`src/hdl/euler_to_quaternion_assert.svh`:
```
// Assertion macros for the Euler angle to quaternion converter.
// Used by euler_to_quaternion; expects clk and rst in the including scope.
`ifndef EULER_TO_QUATERNION_ASSERT_SVH
`define EULER_TO_QUATERNION_ASSERT_SVH
`ifndef SYNTHESIS
`define E2Q_ASSERT(lbl, prop, msg) \
  lbl: assert property (@(posedge clk) disable iff (rst) prop) else $error(msg);
`define E2Q_ASSERT_RST(lbl, prop, msg) \
  lbl: assert property (@(posedge clk) prop) else $error(msg);
`else
`define E2Q_ASSERT(lbl, prop, msg)
`define E2Q_ASSERT_RST(lbl, prop, msg)
`endif
`endif

```
`src/hdl/ecq_pkg.sv`:
```
// Shared constants, pipeline control type and elaboration-time functions
// for the Euler angle to quaternion converter. No dependencies.
`default_nettype none
package ecq_pkg;

  localparam int CORDIC_STEPS_DEF = 24;
  localparam int WORD_BITS_DEF = 32;
  localparam int ANGLE_BITS = 32;
  localparam int QUAT_BITS = 32;
  localparam logic [63:0] PI_Q60 = 64'h3243F6A8885A308D;

  typedef struct packed {
    logic       valid;
    logic [2:0] neg;
  } ecq_ctl_t;

  function automatic logic [63:0] round_shr(input logic [63:0] v, input int k);
    logic [63:0] r;
    r = (v + (64'd1 << (k - 1))) >> k;
    return r;
  endfunction

  function automatic logic [63:0] mulshr(input logic [63:0] a, input logic [63:0] b,
                                         input int s);
    logic [127:0] p;
    p = {64'd0, a} * {64'd0, b};
    p = p >> s;
    return p[63:0];
  endfunction

  function automatic logic [63:0] atan_val(input int i, input int fb);
    logic [63:0] acc;
    logic [63:0] term;
    int k;
    acc = 64'd0;
    if (i == 0) begin
      acc = round_shr(PI_Q60, 62 - fb);
    end else begin
      for (k = 0; 62 - i * (2 * k + 1) >= 0; k++) begin
        term = (64'd1 << (62 - i * (2 * k + 1))) / 64'(2 * k + 1);
        if (k % 2 == 1) acc = acc - term;
        else acc = acc + term;
      end
      acc = round_shr(acc, 62 - fb);
    end
    return acc;
  endfunction

  function automatic logic [63:0] gain_val(input int steps, input int fb);
    logic [63:0] p;
    logic [63:0] y;
    logic [63:0] t;
    logic [63:0] u;
    logic [63:0] three;
    int i;
    p = 64'd1 << 61;
    y = 64'd5 << 58;
    three = 64'd3 << 61;
    for (i = 0; i < steps; i++) p = p + (p >> (2 * i));
    for (i = 0; i < 10; i++) begin
      t = mulshr(y, y, 61);
      t = mulshr(p, t, 61);
      u = (t >= three) ? 64'd0 : three - t;
      y = mulshr(y, u, 62);
    end
    return round_shr(y, 61 - fb);
  endfunction

  function automatic logic [63:0] pi_val(input int fb);
    return round_shr(PI_Q60, 60 - fb);
  endfunction

  function automatic logic [63:0] half_pi_val(input int fb);
    return round_shr(PI_Q60, 61 - fb);
  endfunction

endpackage
`default_nettype wire

```
`src/hdl/ecq_prep.sv`:
```
// Input stage: halves the three angles, reduces them to [-pi/2, pi/2] and
// loads the CORDIC start vectors. Depends on ecq_pkg.
`default_nettype none
module ecq_prep #(
  parameter int W = 32,
  parameter int STEPS = 24
) (
  input  wire logic                                clk,
  input  wire logic                                rst,
  input  wire logic                                en,
  input  wire logic                                in_valid,
  input  wire logic [3*ecq_pkg::ANGLE_BITS-1:0]    angles,
  output ecq_pkg::ecq_ctl_t                        ctl,
  output logic [2:0][W-1:0]                        x,
  output logic [2:0][W-1:0]                        y,
  output logic [2:0][W-1:0]                        z
);
  import ecq_pkg::*;

  localparam int F = W - 2;
  localparam int WZ = W + 3;
  localparam int LSH = (F >= 29) ? F - 29 : 0;
  localparam int RSH = (F < 29) ? 29 - F : 0;
  localparam logic signed [WZ-1:0] PI = WZ'(pi_val(F));
  localparam logic signed [WZ-1:0] HPI = WZ'(half_pi_val(F));
  localparam logic [W-1:0] GAIN = W'(gain_val(STEPS, F));

  logic signed [2:0][WZ-1:0] half;
  logic signed [2:0][WZ-1:0] red;
  logic [2:0] neg_next;

  always_comb begin
    for (int j = 0; j < 3; j++) begin
      half[j] = WZ'((64'($signed(angles[j*ANGLE_BITS +: ANGLE_BITS])) <<< LSH) >>> RSH);
      if ($signed(half[j]) > HPI) begin
        red[j] = half[j] - PI;
        neg_next[j] = 1'b1;
      end else if ($signed(half[j]) < -HPI) begin
        red[j] = half[j] + PI;
        neg_next[j] = 1'b1;
      end else begin
        red[j] = half[j];
        neg_next[j] = 1'b0;
      end
    end
  end

  always_ff @(posedge clk) begin
    if (en) begin
      ctl.neg <= neg_next;
      for (int j = 0; j < 3; j++) begin
        x[j] <= GAIN;
        y[j] <= '0;
        z[j] <= red[j][W-1:0];
      end
    end
    if (rst) begin
      ctl.valid <= 1'b0;
    end else if (en) begin
      ctl.valid <= in_valid;
    end
  end

endmodule
`default_nettype wire

```
`config.mk`:
```
export PLATFORM = sky130hd
export DESIGN_NAME = ecq_prep
export DESIGN_NICKNAME = d
export VERILOG_FILES = /design/src/hdl/euler_to_quaternion_assert.svh /design/src/hdl/ecq_pkg.sv /design/src/hdl/ecq_prep.sv
export SDC_FILE = /design/constraint.sdc
export NUM_CORES = 1
export LEC_CHECK = 0
export BUFFER_PORTS_ARGS = -buffer_cell sky130_fd_sc_hd__buf_2
export CAP_MARGIN = 40
export CORE_AREA = 2 2 152 154
export CTS_BUF_LIST = sky130_fd_sc_hd__clkbuf_4 sky130_fd_sc_hd__clkbuf_8
export DETAILED_ROUTE_END_ITERATION = 12
export DIE_AREA = 0 0 154 156
export PLACE_DENSITY = 0.69
export SLEW_MARGIN = 25
export SYNTH_ARGS = -nofsm -noshare
export SYNTH_HDL_FRONTEND = slang
export SYNTH_SLANG_ARGS = --single-unit
```
`constraint.sdc`:
```
create_clock -name clk -period 7.8 [get_ports clk]
set_clock_uncertainty 0.1 [all_clocks]
set_input_delay 1.56 -clock clk [delete_from_list [all_inputs] [get_ports clk]]
set_output_delay 1.56 -clock clk [all_outputs]
set_load 0.02 [all_outputs]
```
==> results.py <==
metrics = {
    "run_status": {
        "outcome": "finished, final reports clean",
    },
    "die": {
        "core_area_sq_um": 22400,
        "placementRows": 55,
        "start_util": 0.392,
        "die_h_um": 156,
        "die_w_um": 154,
        "dieArea_sq_um": 24000,
        "io_pins": 392,
    },
    "critical_path": {
        "rr_startpoint": "ctl[3]",
        "critPathSlowestCell": "nor4_1",
        "crit_required_ps": 7840,
        "path_buf_inv": 1,
        "slowest_delay_ps": 700,
        "cp_top_family": "simple AND/OR/NAND/NOR gates",
        "worstSetupPathType": "input port to flip-flop",
        "r2r_setup_slack_ps": 7100,
        "r2r-end": "ctl[3]",
        "endpoint_kind": "flip-flop",
        "cp-start-kind": "input port",
        "path_max_fanout": 15,
        "path_cells": "buf_2 > nand2b_1 > nor4_1 > and3_1 > a221o_1 > nand2_1 > xnor2_1",
        "arrival_ps": 3900,
        "rr_worst_depth": 2,
    },
    "cts": {
        "cts.clk_slew.worst_paths_ps": 100,
        "htree_levels": 3,
        "holdBufCountCts": 0,
        "cts_buffer_depth": 2,
        "post-cts-setup-buffers": 0,
        "cts_tree": "built",
        "clock_sinks": 97,
        "clk_latency_ps": 380,
        "cts_resized": 0,
        "numCtsBuffers": 9,
        "clock-root-buffer": "clkbuf_8",
    },
    "global_routing": {
        "grt_pass1_wl_mm": 35.1,
        "grt_pass1_vias": 6391,
        "grt_max_degree": 53,
        "grt_antenna_before_repair": 3,
        "grt_usage": 0.181,
        "gr-total-overflow": 0,
    },
    "timing": {
        "setup_violations": 0,
        "setup_tns_ps": 0,
        "holdWs_ps": 415,
        "worst_pin_slew_ps": 841,
        "slew_headroom": 0.434,
        "hold_viol_final": 0,
        "fin_crit_sh": 0.495,
        "finalWorstSetupSlack_ps": 3940,
        "rsz0062_at_grt": "false",
        "slew_viol_final": 0,
        "fin_crit_ps": 3860,
        "fmax_mhz": 259,
    },
    "power": {
        "p_leak_nw": 3.94,
        "power.density_nw_per_um2": 163,
        "ir_worst_vdd_mv": 0.0678,
    },
    "min_path": {
        "min_from": "ctl[3]",
        "whs_endpoint": "ctl[3]",
        "hold_path.class": "flip-flop to flip-flop",
        "whs_path_depth": 2,
    },
    "synthesis": {
        "syn_inst": 1004,
        "synth-edff-count": 96,
        "yosysWarningCount": 0,
        "syn_area_per_cell_sq_um": 8.74,
        "ys_async_sr_fraction": 0,
        "synth-seq-cells": 97,
        "synth_area_sq_um": 8780,
        "synth_cell_types": 81,
        "synth_ff_type": "edfxtp_1",
        "ys_seq_area_frac": 0.331,
    },
    "drt": {
        "vias": 7509,
        "wl_mm": 23.2,
        "first_pass_iters": 5,
        "drtIter0Drc": 643,
        "drc": 0,
        "routed_via_density": 5.24,
        "ant_nets": 0,
        "wl_per_cell_um": 16.2,
    },
    "cells_and_area": {
        "fillers": 2213,
        "multi_input_area_sq_um": 4730,
        "final_area_sq_um": 9330,
        "regArea_sq_um": 2900,
        "syn_to_final_growth_pct": 6.26,
        "finalNetCount": 1247,
        "drive_gt1_frac": 0.215,
        "final_cell_mix": "195 x conb_1, 195 x buf_2, 96 x edfxtp_1",
        "finalNonFillerCells": 1433,
    },
    "run": {
        "drv_cap": 0,
    },
    "place": {
        "place_ws_ps": 3570,
        "port_buffers": 196,
        "dpl.cell_count": 1415,
        "place_hpwl_mm": 17.8,
        "place_area_sq_um": 9130,
        "place_congestion": 0.869,
    },
}
## final cells by class
type                       count  share of cell area
clock inverter                 7             0.00738
sequential                    97               0.311
multi-input combinational    805               0.507
tap                          285              0.0382
timing repair buffer         203               0.112
antenna                        2            0.000537
clock buffer                   9              0.0133
inverter                      25              0.0101
## worst max-delay path by stage
stage / to / depth (start not counted) / from / slack (ps)
after floorplan: z[63] / 9 / angles[51] / 4040
after global placement: z[31] / 8 / angles[14] / 3320
after detailed placement: z[65] / 7 / angles[89] / 3570
after CTS: z[65] / 7 / angles[89] / 4000
after global routing: z[69] / 8 / angles[89] / 3780
final: z[65] / 7 / angles[89] / 3940
## per-stage QoR
stage           util  power, mW
5_1_grt        0.417       1.61
3_5_place_dp   0.408       1.19
4_1_cts        0.417       1.54
3_3_place_gp   0.407       1.18
6_report       0.417       1.52
2_1_floorplan      -       1.11
## where the power goes
group          leakage [nW]  switching (mW)  internal, mW
logic                  2.90           0.370         0.149
clock network        0.0987           0.193         0.148
registers             0.948          0.0159         0.650
total                  3.94           0.578         0.947
## registers in the layout (all words and copies together) (netlist names)
| register | cells |
|---|---|
| z | 93 |
| ctl | 4 |
## tightest hold or removal path: cells and delay by family (launching register included)
family | cells | cell delay (ps)
flops | 1 | 340
simple gates | 1 | 80
mux | 1 | 70
## Yosys cell counts, drive strengths merged (7+ instances only)
master | n | area share
nand4 | 9 | 0.0064
or3 | 10 | 0.0083
and3 | 11 | 0.0078
nand3 | 29 | 0.017
a21oi | 40 | 0.023
a32oi | 7 | 0.0070
o21a | 8 | 0.0068
edfxtp | 96 | 0.33
o22ai | 24 | 0.017
nor3 | 24 | 0.014
clkbuf | 54 | 0.023
a21o | 10 | 0.0086
nand2 | 61 | 0.026
xnor2 | 43 | 0.043
nor4 | 13 | 0.011
xor2 | 44 | 0.044
o31ai | 7 | 0.0060
a31oi | 20 | 0.014
nor2 | 50 | 0.021
nor2b | 8 | 0.0057
nand2b | 8 | 0.0057
or2 | 7 | 0.0050
buf | 216 | 0.18
o21ai | 54 | 0.031
inv | 24 | 0.010
## logic make-up (layout without fill, tap and decap cells)
logic type | after synthesis | count (layout) | synth area share
AO/OA/AOI/OAI | 251 | 251 | 0.197
XOR/XNOR | 87 | 87 | 0.0868
adder cells (fa/ha/maj) | 6 | 6 | 0.00855
buffers and inverters | 295 | 244 | 0.214
flip-flops | 97 | 97 | 0.331
multiplexers | 4 | 4 | 0.00456
other | 2 | 197 | 0.000856
AND/OR/NAND/NOR | 262 | 262 | 0.157
## metal layers
layer | routed length, um | track usage | vias to the layer above
met2 | 10900 | 0.289 | 477
met4 | 493 | 0.0614 | 2
met3 | 2290 | 0.0278 | 41
li1 | - | - | 3514
met1 | 9420 | 0.251 | 3475
met5 | 11 | 0 | -
No activity file was read; power rests on OpenSTA's default activity.
